`src/rtl/kmtc_pkg.sv`:
```
// Package: shared constants and types of the k-mer transition counter.
package kmtc_pkg;

  localparam int INDEX_BITS_DEF = 10;
  localparam int COUNT_BITS_DEF = 16;

  localparam int COL_BITS       = 5;
  localparam int ROW_FIELD_BITS = 10;
  localparam int READ_BITS      = 16;
  localparam int NUC_SYM_BITS   = 2;
  localparam int PRO_SYM_BITS   = 5;
  localparam int STEPS_MAX      = 7;

  localparam int CFG_ADDR_BITS  = 3;
  localparam int CFG_DATA_BITS  = 32;

  // register word index taken from paddr[2]
  localparam logic REG_PROTEIN_MODE = 1'b0;
  localparam logic REG_CONTEXT_LEN  = 1'b1;

  typedef enum logic [1:0] {
    FUNC_SYMBOL = 2'd0,
    FUNC_START  = 2'd1,
    FUNC_READ   = 2'd2
  } func_t;

  typedef enum logic [1:0] {
    OP_NONE  = 2'd0,
    OP_COUNT = 2'd1,
    OP_READ  = 2'd2
  } op_t;

  typedef struct packed {
    op_t  op;
    logic clear;
  } s1_ctrl_t;

endpackage

```
`src/rtl/kmtc_ifs.sv`:
```


interface kmtc_out_if;
  logic        valid;
  logic        ready;
  logic [15:0] read_count;
  logic        counted;
  logic        saturated;

  modport source (output valid, read_count, counted, saturated, input ready);
  modport sink (input valid, read_count, counted, saturated, output ready);
endinterface

```
`src/rtl/kmtc_update.sv`:
```
// Update stage: increment, saturate or read/clear an entry, then register the result item.
module kmtc_update #(
  parameter int ADDR_BITS  = kmtc_pkg::INDEX_BITS_DEF + kmtc_pkg::COL_BITS,
  parameter int COUNT_BITS = kmtc_pkg::COUNT_BITS_DEF
) (
  input  logic                  clk,
  input  logic                  rst_n,
  input  logic                  load,
  input  kmtc_pkg::s1_ctrl_t    ctrl_in,
  input  logic [ADDR_BITS-1:0]  addr_in,
  input  logic [COUNT_BITS-1:0] rd_data,
  output logic                  s1_free,
  output logic                  wr_en,
  output logic [ADDR_BITS-1:0]  wr_addr,
  output logic [COUNT_BITS-1:0] wr_data,
  kmtc_out_if.source            out_ch
);
  import kmtc_pkg::*;

  logic                  s1_valid_r;
  s1_ctrl_t              s1_ctrl_r;
  logic [ADDR_BITS-1:0]  s1_addr_r;

  logic                  out_valid_r;
  logic [READ_BITS-1:0]  read_count_r, read_count_nxt;
  logic                  counted_r, counted_nxt;
  logic                  saturated_r, saturated_nxt;

  logic                  out_free;
  logic                  adv;

  assign out_free = ~out_valid_r | out_ch.ready;
  assign adv      = s1_valid_r & out_free;
  assign s1_free  = ~s1_valid_r | out_free;
  assign wr_addr  = s1_addr_r;

  always_comb begin
    wr_en          = 1'b0;
    wr_data        = '0;
    read_count_nxt = '0;
    counted_nxt    = 1'b0;
    saturated_nxt  = 1'b0;
    case (s1_ctrl_r.op)
      OP_COUNT: begin
        if (&rd_data) begin
          saturated_nxt = 1'b1;
        end else begin
          wr_en       = adv;
          wr_data     = rd_data + 1'b1;
          counted_nxt = 1'b1;
        end
      end
      OP_READ: begin
        read_count_nxt = READ_BITS'(rd_data);
        wr_en          = adv & s1_ctrl_r.clear;
      end
      default: begin
        wr_en = 1'b0;
      end
    endcase
  end

  always_ff @(posedge clk) begin
    if (!rst_n) begin
      s1_valid_r  <= 1'b0;
      out_valid_r <= 1'b0;
    end else begin
      if (load) begin
        s1_valid_r <= 1'b1;
      end else if (adv) begin
        s1_valid_r <= 1'b0;
      end
      if (adv) begin
        out_valid_r <= 1'b1;
      end else if (out_ch.ready) begin
        out_valid_r <= 1'b0;
      end
    end
  end

  always_ff @(posedge clk) begin
    if (load) begin
      s1_ctrl_r <= ctrl_in;
      s1_addr_r <= addr_in;
    end
    if (adv) begin
      read_count_r <= read_count_nxt;
      counted_r    <= counted_nxt;
      saturated_r  <= saturated_nxt;
    end
  end

  assign out_ch.valid      = out_valid_r;
  assign out_ch.read_count = read_count_r;
  assign out_ch.counted    = counted_r;
  assign out_ch.saturated  = saturated_r;

endmodule

```
`src/flat_wrapper.sv`:
```
// flat-port wrapper written by rule: the top's interface ports become plain ports
module kmtc_update_flat import kmtc_pkg::*;
#(
  parameter int ADDR_BITS  = kmtc_pkg::INDEX_BITS_DEF + kmtc_pkg::COL_BITS,
  parameter int COUNT_BITS = kmtc_pkg::COUNT_BITS_DEF
)
  (clk, rst_n, load, ctrl_in, addr_in, rd_data, s1_free, wr_en, wr_addr, wr_data, out_ch_valid, out_ch_read_count, out_ch_counted, out_ch_saturated, out_ch_ready);
  kmtc_out_if out_ch_i ();
  input  logic clk;
  input  logic rst_n;
  input  logic load;
  input  kmtc_pkg::s1_ctrl_t ctrl_in;
  input  logic [ADDR_BITS-1:0] addr_in;
  input  logic [COUNT_BITS-1:0] rd_data;
  output logic s1_free;
  output logic wr_en;
  output logic [ADDR_BITS-1:0] wr_addr;
  output logic [COUNT_BITS-1:0] wr_data;
  output wire logic [$bits(out_ch_i.valid)-1:0] out_ch_valid;
  output wire logic [$bits(out_ch_i.read_count)-1:0] out_ch_read_count;
  output wire logic [$bits(out_ch_i.counted)-1:0] out_ch_counted;
  output wire logic [$bits(out_ch_i.saturated)-1:0] out_ch_saturated;
  input wire logic [$bits(out_ch_i.ready)-1:0] out_ch_ready;
  assign out_ch_valid = out_ch_i.valid;
  assign out_ch_read_count = out_ch_i.read_count;
  assign out_ch_counted = out_ch_i.counted;
  assign out_ch_saturated = out_ch_i.saturated;
  assign out_ch_i.ready = out_ch_ready;
  kmtc_update #(.ADDR_BITS(ADDR_BITS), .COUNT_BITS(COUNT_BITS)) u_core (.clk(clk), .rst_n(rst_n), .load(load), .ctrl_in(ctrl_in), .addr_in(addr_in), .rd_data(rd_data), .s1_free(s1_free), .wr_en(wr_en), .wr_addr(wr_addr), .wr_data(wr_data), .out_ch(out_ch_i));
endmodule
```
`config.mk`:
```
export PLATFORM = sky130hd
export DESIGN_NAME = kmtc_update_flat
export DESIGN_NICKNAME = d
export VERILOG_FILES = /design/src/rtl/kmtc_pkg.sv /design/src/rtl/kmtc_ifs.sv /design/src/rtl/kmtc_update.sv /design/src/flat_wrapper.sv
export SDC_FILE = /design/constraint.sdc
export NUM_CORES = 1
export LEC_CHECK = 0
export ABC_CLOCK_PERIOD_IN_PS = 4050
export BUFFER_PORTS_ARGS = -buffer_cell sky130_fd_sc_hd__clkbuf_2
export CAP_MARGIN = 20
export CORE_MARGIN = 4
export CORE_UTILIZATION = 35
export DETAILED_ROUTE_END_ITERATION = 8
export PLACE_DENSITY_LB_ADDON = 0.05
export SLEW_MARGIN = 20
export SYNTH_ARGS = -nofsm -noshare
export SYNTH_HDL_FRONTEND = slang
export SYNTH_SLANG_ARGS = --single-unit
```
`constraint.sdc`:
```
create_clock -name clk -period 4.05 [get_ports clk]
set_clock_uncertainty 0.2 [all_clocks]
set_input_delay 0.2025 -clock clk [delete_from_list [all_inputs] [get_ports clk]]
set_output_delay 0.2025 -clock clk [all_outputs]
set_load 0.02 [all_outputs]
```
Word-level counts from Yosys, hierarchy flattened:

Index checks and enable logic that the tools add are counted.
Widths: inputs -> output; s select.

* output and inout port bits: 52
* register bits: 38
* input bits: 38
* word-level logic and storage cells: 30

* reduce and logical (&&, ||, !) cells: 3
* mux-type cells: 10
* bitwise operators: 6
* $add $sub $neg: 1
* equal/unequal tests: 2

Operators with widths (count)
* $mux 16: 2
* $add 16x1->16 const B: 1
* $reduce_and 16->1: 1
* $mux 1: 7
* $reduce_bool 2->1: 2
* $and 1x1->1: 2
* $eq 2x1->1 const B: 1
* $eq 2x2->1 const B: 1
* $not 1->1: 2
* $or 1x1->1: 2
* $pmux 1 s2: 1

Logic depth before layout (Yosys ltp):

* depth in word-level cells: 5
* gate-level depth with buffers: 6

Worst setup path after synthesis:

OpenSTA, ideal clock, no wires.

* path type: input to output
* start: input rd_data[0]
* end: output wr_en
* buffers on the path: 0
* data required time: 3648 ps
* data arrival time: 1876 ps
* cell stages on the path: 5
* path slack: 1772 ps
* cell sequence: ha_1 -> nand4_1 -> nor4_2 -> nand2b_4 -> a2111oi_0

* word-level cells in the longest chain between the ends: 3

Ends and longest elaborated chain
* start, declared: line flat_wrapper.sv:14 `input logic [COUNT_BITS-1:0] rd_data;`
* $reduce_and 16->1: line kmtc_update.sv:45 `if (&rd_data) begin`
* $mux 1: line kmtc_update.sv:45
* $pmux 1 s2: line kmtc_update.sv:43 `case (s1_ctrl_r.op)`
* end, declared: line flat_wrapper.sv:16 `output logic wr_en;`

Every way passes these cells.

Final worst setup path:

* start: register u_core.s1_ctrl_r[1] (netlist name)
* end: output wr_en

* word-level cells in the longest chain between the ends: 2
* elaborated cells between the ends (all ways): 3
* those cells by class: 2 x eq/ne; 1 x mux

Ends and longest elaborated chain
* start, declared: line kmtc_update.sv:21 `s1_ctrl_t s1_ctrl_r;`
* start signal, assigned: line kmtc_update.sv:83 `s1_ctrl_r <= ctrl_in;`
* $eq 2x2->1 / $eq 2x1->1 (equally long branches): line kmtc_update.sv:43
* $pmux 1 s2 (*): line kmtc_update.sv:43

Mark *: on every way between the ends. The rest lies on a longest branch, timed or not.

==> qor.txt <==
worst-margin pin slew = 0.445 ns
CP Launch Type = flip-flop
Core Area = 4790 sq um
CTS tree = yes
final hold vios = 0
Seq cells post-synth = 38
VDD IR max = 0.000210 V
initial core utilization = 36.5%
R2R cell count = 3
main combinational cell family by area after synthesis = simple AND/OR/NAND/NOR gates
syn avg cell area = 13.1 sq um
H-tree depth = 2
post-synthesis cell area = 1750 sq um
initial detailed-routing violation count = 40
Routed WL = 4.06 mm
Clock Tree Buf Depth = 2
Cell Int Power = 0.000636 W
Global Route Usage Sum = 13.6%
outcome = complete, no violations
vias in the first global route = 1398
initial antenna violation count = 0
routed via count = 1384
total of warnings raised by yosys = 0
Overflow after GRT = 0
dpl hpwl = 3.08 mm
Pleak = 1.09 nW
max-slew violations = 0
routability cong. = 0.870
hold path cells = 2
Sw Ratio = 26.4%
CTS clk-pin slew, worst paths = 0.07 ns
Synth Area in Compound Gates = 1.22%
CP max FO = 17
period utilization = 59.4%
switching power = 0.000228 W
routed length per instance = 12.9 microns
CP Capture Type = primary output
routed vias/inst = 4.41
DRC errors left = 0
Layout Utilization = 52.9%
sequential share of power = 53.6%
Syn Nets = 174
I/O Buffers = 89
CTS Buf Count = 5
# setup viols final = 0
die width = 78.6 microns
share of cells above drive strength 1 = 42.1%
setup TNS = 0 ns
Logic pwr share = 18.2%
Antenna diodes = 0
DRT Pass-1 Iters = 4
Root Driver = clkbuf_8
Seq/Total Area, Yosys = 64.2%
adder-cell area share of the yosys netlist = 2.15%
die area = 6180 sq um
Max Cap Viol = 0
Synth cell types = 25
RSZ-0062 raised after global routing = false
Crit Path Category = flip-flop to primary output
area grow syn2layout = 45.0%
Synth Area in Simple Gates = 22.6%
mux cell area share after synthesis = 0%
Hold Path Class = primary input to flip-flop
DRT antenna net count = 0
post-layout net count = 287
worst slack, placed = 1.93 ns
fin crit period = 2.41 ns
Clock power frac = 28.2%
global-route wire length before repair = 6.48 mm
WP data required = 3.65 ns
largest net degree at the start of global routing = 20
hold buffers post-CTS = 19
height of the die = 78.6 microns
cts repair resizes = 0
CTS sink cnt = 38
Post-CTS Setup Bufs = 0
I/O pin cnt = 90
setup slack after layout = 1.64 ns
Cells after Synth = 133
Worst slew margin = 69.6%
Fmax = 0.415 GHz
worst-skew pair later-pin latency = 0.28 ns
arrival time worst endpoint = 2.00 ns
row count = 25
Post-Synth XOR/XNOR Area = 7.03%
PD cells = 342 nW/um^2
metrics by stage:
step | cell area (sq um) | power (W) | hold slack (ns) | std cells
after floorplan | 1750 | 0.000552 | 0.101 | 133
after CTS | 2530 | 0.000875 | 0.0551 | 314
after detailed placement | 2260 | 0.000617 | 0.181 | 287
final | 2530 | 0.000865 | 0.0640 | 314
after global placement | 2260 | 0.000615 | 0.180 | 287
after global routing | 2530 | 0.000909 | 0.0648 | 314
critical path: stages, from the launching register on:
cell and delay [ns]:
edfxtp_1 0.39, inv_1 0.07, ha_1 0.42, nand2_1 0.09, a2111oi_0 0.48, clkbuf_2 0.26
registers in the layout (all words and copies together), names as in the netlist:
| register | count |
|---|---|
| u_core.out_ch.counted | 1 |
| u_core.out_ch.read_count | 16 |
| u_core.wr_addr | 15 |
| u_core.s1_ctrl_r | 3 |
| u_core.out_ch.valid | 1 |
| u_core.s1_valid_r | 1 |
| u_core.out_ch.saturated | 1 |
cells by family (layout without fill, tap and decap cells):
group | count (synthesis) | count (layout)
AND/OR/NAND/NOR | 66 | 66
buffers and inverters | 9 | 123
adder cells (fa/ha/maj) | 3 | 3
flip-flops | 38 | 38
AO/OA/AOI/OAI | 3 | 3
XOR/XNOR | 14 | 14
synth_stat cells, drive strengths merged:
cell type / n / area, sq um
a2111oi: 1 / 8.76
a21oi: 1 / 5.00
and2: 21 / 133
and3: 1 / 7.51
and4: 1 / 10.0
buf: 2 / 22.5
clkbuf: 1 / 3.75
dfxtp: 2 / 40.0
edfxtp: 36 / 1080
ha: 3 / 37.5
inv: 6 / 22.5
nand2: 6 / 22.5
nand2b: 1 / 13.8
nand3: 6 / 30.0
nand4: 6 / 52.6
nor2: 14 / 52.6
nor2b: 2 / 12.5
nor3: 2 / 10.0
nor4: 6 / 50.0
o21a: 1 / 7.51
xnor2: 8 / 70.1
xor2: 6 / 52.6
area by class of cell:
type	count	area, sq um
clock buffer	5	68.8
clock inverter	3	16.3
fill	453	2250
sequential	38	1120
tap	67	83.8
inverter	6	22.5
multi-input combinational	86	576
timing repair buffer	109	643
placed cells by master (no fill, tap or decap):
cell           synthesis  routed
a2111oi_0              1       1
a21oi_1                1       1
and2_1                20      20
and2_2                 1       1
and3_2                 1       1
and4_2                 1       1
buf_4                  0       1
clkbuf_2               0      89
clkbuf_8               0       5
clkinv_1               0       1
clkinv_2               0       1
clkinvlp_4             0       1
dfxtp_1                2       2
dlygate4sd3_1          0      19
edfxtp_1              36      36
ha_1                   3       3
inv_1                  6       6
nand2_1                6       6
nand2b_4               1       1
nand3_1                6       6
nand4_1                5       5
nand4_4                1       1
nor2_1                14      14
nor2b_1                2       2
nor3_1                 2       2
nor4_1                 4       4
nor4_2                 2       2
o21a_1                 1       1
xnor2_1                8       8
xor2_1                 6       6
power by group through the flow:
stage	Clock [W]	Sequential [W]	Combinational [W]
floorplan	0	0.000499	0.0000529
global placement	0	0.000471	0.000144
detailed placement	0	0.000472	0.000145
CTS	0.000252	0.000464	0.000159
global route	0.000272	0.000465	0.000172
finish	0.000244	0.000463	0.000157
path summary, 6_finish.rpt:
| path | startpoint | endpoint | slack (ns) |
|---|---|---|---|
| worst max-delay path | u_core.s1_ctrl_r[1] | wr_en | 1.64 |
| worst min-delay path | rd_data[1] | u_core.out_ch.read_count[1] | 0.06 |
| worst max register to register | u_core.s1_ctrl_r[1] | u_core.out_ch.read_count[3] | 2.60 |
| worst min register to register | u_core.s1_valid_r | u_core.out_ch.valid | 0.34 |
layer usage:
layer / wire length, microns / global-route usage [%] / vias up / share of wire [%]
met5: 0 / 0 / - / 0
met1: 1540 / 14.1 / 623 / 38
met4: 48 / 5.77 / 0 / 1.2
met3: 312 / 4.36 / 6 / 7.7
met2: 2150 / 24.9 / 59 / 53
li1: - / - / 696 / -
Note: power is estimated with default switching activity, not from simulation.
