==> src/rtl/kmtc_pkg.sv <==
// Package: shared constants and types of the k-mer transition counter.
package kmtc_pkg;

  localparam int INDEX_BITS_DEF = 10;
  localparam int COUNT_BITS_DEF = 16;

  localparam int COL_BITS       = 5;
  localparam int ROW_FIELD_BITS = 10;
  localparam int READ_BITS      = 16;
  localparam int NUC_SYM_BITS   = 2;
  localparam int PRO_SYM_BITS   = 5;
  localparam int STEPS_MAX      = 7;

  localparam int CFG_ADDR_BITS  = 3;
  localparam int CFG_DATA_BITS  = 32;

  // register word index taken from paddr[2]
  localparam logic REG_PROTEIN_MODE = 1'b0;
  localparam logic REG_CONTEXT_LEN  = 1'b1;

  typedef enum logic [1:0] {
    FUNC_SYMBOL = 2'd0,
    FUNC_START  = 2'd1,
    FUNC_READ   = 2'd2
  } func_t;

  typedef enum logic [1:0] {
    OP_NONE  = 2'd0,
    OP_COUNT = 2'd1,
    OP_READ  = 2'd2
  } op_t;

  typedef struct packed {
    op_t  op;
    logic clear;
  } s1_ctrl_t;

endpackage

==> src/rtl/kmtc_seq_ctx.sv <==
// Sequence context: previous symbol, prefix, skip and step state; memory address build.
module kmtc_seq_ctx #(
  parameter int INDEX_BITS = kmtc_pkg::INDEX_BITS_DEF
) (
  input  logic                                 clk,
  input  logic                                 rst_n,
  input  logic                                 accept,
  input  logic [1:0]                           func,
  input  logic [4:0]                           symbol_code,
  input  logic                                 symbol_invalid,
  input  logic [kmtc_pkg::ROW_FIELD_BITS-1:0]  read_row,
  input  logic [kmtc_pkg::COL_BITS-1:0]        read_col,
  input  logic                                 clear_after_read,
  input  logic                                 protein_mode,
  input  logic [2:0]                           context_len,
  output logic [INDEX_BITS+kmtc_pkg::COL_BITS-1:0] rd_addr,
  output kmtc_pkg::s1_ctrl_t                   ctrl
);
  import kmtc_pkg::*;

  localparam int PW = INDEX_BITS + COL_BITS;
  localparam logic [3:0] LIMIT_NUC = 4'(INDEX_BITS / NUC_SYM_BITS);
  localparam logic [3:0] LIMIT_PRO = 4'(INDEX_BITS / PRO_SYM_BITS);

  logic [4:0]            prev_r, prev_nxt;
  logic                  have_r, have_nxt;
  logic [INDEX_BITS-1:0] ctx_r, ctx_nxt;
  logic [3:0]            skip_r, skip_nxt;
  logic [2:0]            steps_r, steps_nxt;

  logic [3:0]            limit;
  logic [3:0]            k;
  logic [6:0]            mask_len;
  logic [INDEX_BITS-1:0] mask;
  logic [4:0]            sym;
  logic                  inv;
  logic [PW-1:0]         shifted;
  logic [INDEX_BITS-1:0] prefix_new;
  logic [2:0]            steps_new;
  logic [3:0]            skip_cur;
  logic                  do_count;

  always_comb begin
    limit = protein_mode ? LIMIT_PRO : LIMIT_NUC;
    k = ({1'b0, context_len} > limit) ? limit : {1'b0, context_len};
    if (k == 4'd0) begin
      k = 4'd1;
    end
    mask_len = protein_mode ? 7'(k * 3'd5) : 7'(k * 3'd2);
    for (int i = 0; i < INDEX_BITS; i++) begin
      mask[i] = (7'(i) < mask_len);
    end

    sym = protein_mode ? symbol_code : {3'b000, symbol_code[1:0]};
    inv = protein_mode & symbol_invalid;

    shifted = protein_mode ? (PW'(ctx_r) << PRO_SYM_BITS) : (PW'(ctx_r) << NUC_SYM_BITS);
    shifted = shifted | PW'(prev_r);
    prefix_new = have_r ? (INDEX_BITS'(shifted) & mask) : ctx_r;
    steps_new = (have_r && steps_r != 3'(STEPS_MAX)) ? steps_r + 3'd1 : steps_r;

    skip_cur = inv ? (k + 4'd1) : skip_r;
    do_count = (skip_cur == 4'd0) && have_r && ({1'b0, steps_new} >= k);

    // hold by default
    prev_nxt  = prev_r;
    have_nxt  = have_r;
    ctx_nxt   = ctx_r;
    skip_nxt  = skip_r;
    steps_nxt = steps_r;
    ctrl.op    = OP_NONE;
    ctrl.clear = clear_after_read;
    rd_addr    = {prefix_new, sym};

    case (func)
      FUNC_SYMBOL: begin
        prev_nxt  = sym;
        have_nxt  = 1'b1;
        ctx_nxt   = prefix_new;
        steps_nxt = steps_new;
        skip_nxt  = (skip_cur != 4'd0) ? skip_cur - 4'd1 : 4'd0;
        if (do_count) begin
          ctrl.op = OP_COUNT;
        end
      end
      FUNC_START: begin
        prev_nxt  = '0;
        have_nxt  = 1'b0;
        ctx_nxt   = '0;
        skip_nxt  = '0;
        steps_nxt = '0;
      end
      FUNC_READ: begin
        ctrl.op = OP_READ;
        rd_addr = {INDEX_BITS'(read_row), read_col};
      end
      default: begin
        ctrl.op = OP_NONE;
      end
    endcase
  end

  always_ff @(posedge clk) begin
    if (!rst_n) begin
      prev_r  <= '0;
      have_r  <= 1'b0;
      ctx_r   <= '0;
      skip_r  <= '0;
      steps_r <= '0;
    end else if (accept) begin
      prev_r  <= prev_nxt;
      have_r  <= have_nxt;
      ctx_r   <= ctx_nxt;
      skip_r  <= skip_nxt;
      steps_r <= steps_nxt;
    end
  end

endmodule

==> config.mk <==
export PLATFORM = sky130hd
export DESIGN_NAME = kmtc_seq_ctx
export DESIGN_NICKNAME = d
export VERILOG_FILES = /design/src/rtl/kmtc_pkg.sv /design/src/rtl/kmtc_seq_ctx.sv
export SDC_FILE = /design/constraint.sdc
export NUM_CORES = 1
export LEC_CHECK = 0
export ABC_CLOCK_PERIOD_IN_PS = 6050
export BUFFER_PORTS_ARGS = -buffer_cell sky130_fd_sc_hd__buf_4
export CORE_MARGIN = 2
export CORE_UTILIZATION = 40
export CTS_CLUSTER_DIAMETER = 40
export DETAILED_ROUTE_END_ITERATION = 10
export GPL_TIMING_DRIVEN = 1
export PLACE_DENSITY = 0.72
export SYNTH_ARGS = -nofsm -noshare
export SYNTH_HDL_FRONTEND = slang
export SYNTH_SLANG_ARGS = --single-unit
export TNS_END_PERCENT = 1
==> constraint.sdc <==
create_clock -name clk -period 6.05 [get_ports clk]
set_clock_uncertainty 0.2 [all_clocks]
set_input_delay 1.21 -clock clk [delete_from_list [all_inputs] [get_ports clk]]
set_output_delay 1.21 -clock clk [all_outputs]
set_load 0.02 [all_outputs]
After elaboration in Yosys (flattened, before gate mapping)
Cells that the tools add are included.
W data, S select, Z words.
{ "op_classes": {"n_addsub": 3, "multipliers": 1, "magnitude_cmp": 12, "n_eq_ne": 3, "mux": 18, "n_bitwise": 3, "n_reduce_logical": 9} }
{ "op_table": {"columns": ["cell", "count"], "rows": [
  ["$lt A3 B7 Y1 const A", 4],
  ["$mux W10", 2],
  ["$pmux W10 S2", 1],
  ["$mux W15", 1],
  ["$lt A1 B7 Y1 const A", 2],
  ["$lt A2 B7 Y1 const A", 2],
  ["$lt A4 B7 Y1 const A", 2],
  ["$mux W3", 4],
  ["$and A10 B10 Y10", 1],
  ["$or A10 B5 Y10", 1],
  ["$pmux W5 S2", 1],
  ["$logic_not A4 Y1", 2],
  ["$mux W4", 2],
  ["$pmux W4 S2", 1],
  ["$mul A4 B3 Y7 const B", 1],
  ["$mux W7", 1],
  ["$pmux W3 S2", 1],
  ["$mux W5", 1],
  ["$add A3 B1 Y4 const B", 1],
  ["$pmux W2 S2", 1],
  ["$reduce_bool A4 Y1", 1],
  ["$sub A4 B1 Y4 const B", 1],
  ["$add A3 B1 Y3 const B", 1],
  ["$ge A3 B3 Y1", 1],
  ["other kinds (11)", 13]
]} }
{ "totals": {"register_bits": 23, "input_bits": 31} }

Depth between registers and ports, before layout
Gate-level depths: netlist (run 1).
{ "logic_depth": {"depth_word": 12, "depth_mapped": 18, "mapped_depth_nobuf": 15} }

Least setup slack after synthesis (run 1)
OpenSTA, ideal clock, no wires.
{ "synth_timing": {"kind": "input port to output port", "start": "input port protein_mode", "end": "output port rd_addr[11] (netlist bit)", "t_arrival_ps": 4422, "path_slack_ps": 218, "stages": 18, "n_path_buf": 3, "cell_sequence": "buf_4 -> inv_1 -> buf_2 -> ha_1 -> and3b_4 -> o21ai_4 -> buf_6 -> nor2_2 -> a21o_1 -> ha_1 -> ha_1 -> ha_1 -> or4b_4 -> nand2_2 -> o2bb2ai_1 -> a41o_1 -> a21oi_2 -> a21oi_1"} }
{ "synth_between": {"elab_chain_len": 11} }
{ "synth_rtl": {"columns": ["element", "line", "text"], "rows": [
  ["start: declaration", "kmtc_seq_ctx.sv:14", "input logic protein_mode,"],
  ["$mux W3", "kmtc_seq_ctx.sv:44", "limit = protein_mode ? LIMIT_PRO : LIMIT_NUC;"],
  ["$gt A3 B3 Y1", "kmtc_seq_ctx.sv:45", "k = ({1'b0, context_len} > limit) ? limit : {1'b0, context_len};"],
  ["$mux W3", "kmtc_seq_ctx.sv:45", null],
  ["$logic_not A4 Y1", "kmtc_seq_ctx.sv:46", "if (k == 4'd0) begin"],
  ["$mux W3", "kmtc_seq_ctx.sv:46", null],
  ["$mul A4 B3 Y7", "kmtc_seq_ctx.sv:49", "mask_len = protein_mode ? 7'(k * 3'd5) : 7'(k * 3'd2);"],
  ["$mux W7", "kmtc_seq_ctx.sv:49", null],
  ["$lt A3 B7 Y1", "kmtc_seq_ctx.sv:51", "mask[i] = (7'(i) < mask_len);"],
  ["$and A10 B10 Y10 (*)", "kmtc_seq_ctx.sv:59", "prefix_new = have_r ? (INDEX_BITS'(shifted) & mask) : ctx_r;"],
  ["$mux W10 (*)", "kmtc_seq_ctx.sv:59", null],
  ["$mux W15 (*)", "kmtc_seq_ctx.sv:75", "case (func)"],
  ["end: declaration", "kmtc_seq_ctx.sv:16", "output logic [INDEX_BITS+kmtc_pkg::COL_BITS-1:0] rd_addr,"]
]} }
Every way passes the cells marked *; elsewhere a longest branch is shown, timed or not.

Worst setup path in the final report (run 1)
Ends and elaborated chain as after synthesis.

==> results of run 1 <==
logic make-up after synthesis:
kind of cell,after synthesis,share of synthesized area [%]
mux,5,2.69
fa+ha+maj,13,8.15
buf+inv,24,5.83
compound gates,91,31.3
xor+xnor,2,0.877
simple gates,110,28.1
flops,23,23.1
registers in the layout, indices dropped and copies added (netlist names):
name,cells
ctx_r,10
have_r,1
skip_r,4
prev_r,5
steps_r,3
layer usage:
layer | up-vias | routed length [um] | global-route usage [%]
met5 | - | 0 | 0
met4 | 0 | 19 | 2.98
met3 | 3 | 296 | 3.21
met2 | 62 | 2440 | 32.2
met1 | 935 | 2550 | 28.3
li1 | 1061 | - | -
worst max path at each step:
stage            startpoint     endpoint  slack (ns)  depth (start not counted)
2_1_floorplan  protein_mode  rd_addr[11]        0.22                         18
3_3_place_gp   protein_mode  rd_addr[11]        0.22                         16
3_5_place_dp   protein_mode  rd_addr[11]        0.11                         17
4_1_cts        protein_mode  rd_addr[11]        0.11                         17
5_1_grt        protein_mode  rd_addr[11]        0.03                         16
6_report       protein_mode  rd_addr[11]        0.21                         17
placed cells by master, fill, tap and decap left out, drive strengths merged, types with 7 or more instances in the layout:
master,instances
dfxtp,23
nand2b,7
nor2b,11
nand2,41
buf,55
nor2,18
nand3,8
a21oi,30
inv,8
o21ai,16
ha,13
layout make-up:
class	instances	area [sq um]
inverters	8	30.0
clock inverters	1	5.00
multi-input cells	221	1460
repair buffers	55	413
well taps	67	83.8
fillers	484	2260
flip-flops and latches	23	460
clock buffers	3	41.3
worst reg2reg max path: stages (launching register included):
cell	delay (ns)
dfxtp_1	0.58
inv_1	0.36
nor2_1	0.40
mux2_2	0.41
a22oi_1	0.15
nor2b_1	0.06
per-stage QoR:
step	std cells	utilization, %
floorplan	268	-
global placement	372	50.3
detailed placement	372	50.3
CTS	376	51.3
global route	378	52.5
finish	378	52.5
power groups by stage:
stage | sequential, mW | clock [mW] | combinational [mW]
floorplan | 0.158 | 0 | 0.101
global placement | 0.159 | 0 | 0.145
detailed placement | 0.159 | 0 | 0.146
CTS | 0.156 | 0.0982 | 0.147
global route | 0.156 | 0.103 | 0.171
finish | 0.156 | 0.0958 | 0.155
timing repair:
action / 4_1_cts / 5_1_grt
resized for setup: 0 / 8
hold endpoints to repair: 0 / 0
endpoints found under the setup margin: 0 / 6
buffers inserted: 0 / 2
==> flow_summary.ini, run 1 <==
[routing]
post-route-drc-count = 0
drt-initial-drc-count = 152
ant_nets = 0
wl_per_cell_um = 14.0
drt-total-wl_mm = 5.30
vias = 2061
viasPerCell = 5.45
drtPass1Iterations = 4

[min_path]
holdPathEnd = ctx_r[9]
worstHoldPathCells = 2
hold_start = ctx_r[9]
hold_class = reg -> reg

[worst_setup_path]
critPathMaxStageDelay_ns = 0.54
startpoint_type = input pin
crit_slowest_cell = or4b_4
worstSetupEndpointType = primary output
crit_chain = buf_4, inv_1, ha_4, and3b_4, o21ai_4, nor2_2, a21o_1, ha_1, ha_1, ha_1, or4b_4, nand2_4, o2bb2ai_1, a41o_1, a21oi_2, a21oi_1, buf_4
reg2reg_depth = 5
arrival_ns = 4.43
path_delay_family = compound AO/OA/AOI/OAI gates
path_common_cell = ha_1
r2r-start = have_r
reg2reg_to = steps_r[1]
path_max_fanout = 6
critical_path_class = in -> out
cp_num_buf_inv = 3
r2r_setup_slack_ns = 3.78
cp.required_ns = 4.64

[synth]
async_reset_ff_share_pct = 0
synth_seq_cells = 23
syn_avg_cell_area_sq_um = 7.45
synth_edf_count = 0
yosysSeqAreaShare_pct = 23.1
ys.flop_type = dfxtp_1
netlist.area_leader.share_pct = 23.1
yosysUniqueCellTypes = 58
yosys_warnings = 0
yosysTopAreaCell = dfxtp_1
synth_area_sq_um = 2000
syn_nets = 312
synth_common_cells = nand2_1 (39), a21oi_1 (28), dfxtp_1 (23), nor2_1 (17), ha_1 (13)
synthMostInstantiatedCell = nand2_1
synthCells = 268
synth_area_leaders = dfxtp_1 (23%), ha_1 (8.1%), nand2_1 (7.3%), a21oi_1 (7.0%), nor2b_1 (3.4%)

[sta]
rsz0062_at_grt = false
setup_viol = 0
finalCriticalPeriod_ns = 5.84
fin_tns_setup_ns = 0
relSlewSlack_pct = 61.2
hold_viol_final = 0
fin_crit_sh_pct = 96.6
fin_hold_ws_ns = 0.268
clock.fmax_mhz = 171
report.final.slew_viol_count = 0
setup_slack_ns = 0.208
worst_pin_slew_ns = 0.582

[placed_design]
io_buffers = 46
placed_area_sq_um = 2390
dp_hpwl_mm = 4.20
gp_congestion = 0.871
place_ws_ns = 0.114

[power]
p_switching_mw = 0.139
seqPwrFrac_pct = 38.3
power.leakage_nw = 1.07
power_frac_comb_pct = 38.2
pwr-share-clk_pct = 23.5
total_power_mw = 0.407
powerDensity_nw_per_um2 = 163
p_sw_share_pct = 34.3
vdd_ir_drop_max_v = 0.0000848
p_int_mw = 0.267

[grt]
grt.total_usage_pct = 19.8
grt_antenna_before_repair = 0
grt_overflow = 0
grt_pass1_wl_mm = 8.76
grt_pass1_vias = 1880
grt_max_degree = 24

[cts]
cts-hold-fix-buffers = 0
path_clk_slew_ns = 0.08
cts_buffer_depth = 2
cts.sinks = 23
h-tree-depth = 1
cts_tree = done
worstSkewPairLatency_ns = 0.26
clock-root-buffer = clkbuf_8
cts_made_buffers = 3

[final_layout]
area_growth_pct = 24.9
diodes = 0
fin_area_sq_um = 2490
num-nets-final = 356
drive_above_1_share_pct = 25.4

[floorplanning]
die_height_um = 74.7
dieArea_sq_um = 5570
pin_count = 49
fp.coreArea_sq_um = 4750
initial_core_util_pct = 42.0
dieWidth_um = 74.7
std_cell_rows = 25

[job]
maxCapViolCount = 0

[status]
status = completed
No activity file was read; power rests on OpenSTA's default activity.
==> run 2, diff against run 1 <==
- CORE_UTILIZATION: 40 -> 48
- PLACE_DENSITY: 0.72 -> 0.82
==> flow_summary.ini, run 2 (synthesis gave the netlist of run 1 again) <==
[status]
status = completed

[grt]
grt_antenna_before_repair = 0
grt.total_usage_pct = 23.8
grt_overflow = 0
grt_pass1_vias = 1887
grt_max_degree = 24
grt_pass1_wl_mm = 8.60

[final_layout]
final_common_cell = buf_4
num-nets-final = 356
largest_reg_flops = 10
diodes = 0
top_regs = ctx_r x10, prev_r x5, skip_r x4
area_growth_pct = 22.3
final_cell_mix = buf_4 (55), nand2_1 (38), a21oi_1 (28), dfxtp_1 (23), nor2_1 (17)
register_area_sq_um = 460
drive_above_1_share_pct = 23.8
multi_input_area_sq_um = 1430
top_register = ctx_r
fillCellCount = 365

[routing]
post-route-drc-count = 0
top_layer = met4
drt-total-wl_mm = 5.17
drtPass1Iterations = 4
wl_met3_um = 297
ant_nets = 0
wl_per_cell_um = 14.3
drt-initial-drc-count = 193
wl_met2_mm = 2.36
vias = 2096
viasPerCell = 5.81
met1Wirelength_mm = 2.44

[sta]
hold_viol_final = 0
clock.fmax_mhz = 170
report.final.slew_viol_count = 0
worst_pin_slew_ns = 0.569
fin_crit_sh_pct = 97.5
setup_viol = 0
setup_slack_ns = 0.152
relSlewSlack_pct = 62.0
fin_hold_ws_ns = 0.256
finalCriticalPeriod_ns = 5.90

[placed_design]
io_buffers = 46
dp_hpwl_mm = 3.98
place_ws_ns = 0.138
gp_congestion = 0.952

[worst_setup_path]
path_max_fanout = 6
startpoint_type = input pin
arrival_ns = 4.49
cp.required_ns = 4.64
worstSetupEndpointType = primary output
critical_path_class = in -> out

[job]
maxCapViolCount = 0

[power]
vdd_ir_drop_max_v = 0.000107
power.leakage_nw = 1.07
powerDensity_nw_per_um2 = 167

[cts]
cts_buffer_depth = 2
cts_tree = done
cts-hold-fix-buffers = 0
cts_made_buffers = 3
worstSkewPairLatency_ns = 0.28
clock-root-buffer = clkbuf_8
cts.sinks = 23
path_clk_slew_ns = 0.09
h-tree-depth = 1

[floorplanning]
std_cell_rows = 23
dieWidth_um = 68.5
die_height_um = 68.5
dieArea_sq_um = 4690
pin_count = 49
fp.coreArea_sq_um = 4000
initial_core_util_pct = 49.9

[min_path]
hold_class = reg -> reg
==> run 2: report_power, final <==
part / switching (mW) / internal [mW]
sequential: 0.00232 / 0.153
clock: 0.0545 / 0.0462
combinational: 0.0854 / 0.0668
total: 0.142 / 0.266
==> run 2: final cells by class <==
type	count	share of cell area, %
Sequential cell	23	18.9
Clock buffer	3	1.69
Multi-Input combinational cell	221	58.6
Clock inverter	1	0.205
Tap cell	50	2.56
Inverter	8	1.23
Timing Repair Buffer	55	16.9
==> run 2: repair_timing <==
| item | in CTS | in global routing |
|---|---|---|
| setup endpoints to repair | 0 | 3 |
| resized for setup | 0 | 2 |
| buffers inserted | 0 | 2 |
==> run 2: worst max-delay path: stages <==
cell and delay (ns):
buf_4 0.11, inv_1 0.08, ha_1 0.33, and3b_4 0.23, o21ai_4 0.08, a21oi_1 0.28, a21oi_4 0.11, ha_1 0.21
ha_1 0.18, ha_1 0.29, or4b_4 0.52, nand2_2 0.15, o2bb2ai_1 0.09, a41o_1 0.21, a21oi_2 0.15, a21oi_1 0.09
buf_4 0.18
==> run 2: worst paths after layout <==
path / start / end / slack [ns] / cells past startpoint
max: protein_mode / rd_addr[11] / 0.15 / 17
min: ctx_r[9] / ctx_r[9] / 0.26 / 2
max reg2reg: have_r / steps_r[1] / 3.85 / 5
min reg2reg: ctx_r[9] / ctx_r[9] / 0.26 / 2
==> run 2: layer usage <==
metal  GRT usage [%]  vias to the layer above
met5               0                        -
met4            7.50                        0
met3            4.06                        9
met2            37.5                       73
met1            33.1                      958
li1                -                     1056
==> run 2: through the flow <==
stage	cells	total power, mW	cell area, sq um	util, %	TNS, ns
finish	361	0.409	2440	61.1	0
global route	361	0.431	2440	61.1	-0.0167
CTS	359	0.404	2420	60.4	0
detailed placement	355	0.305	2370	59.3	0
global placement	355	0.303	2370	59.3	0
floorplan	268	0.259	2000	-	0
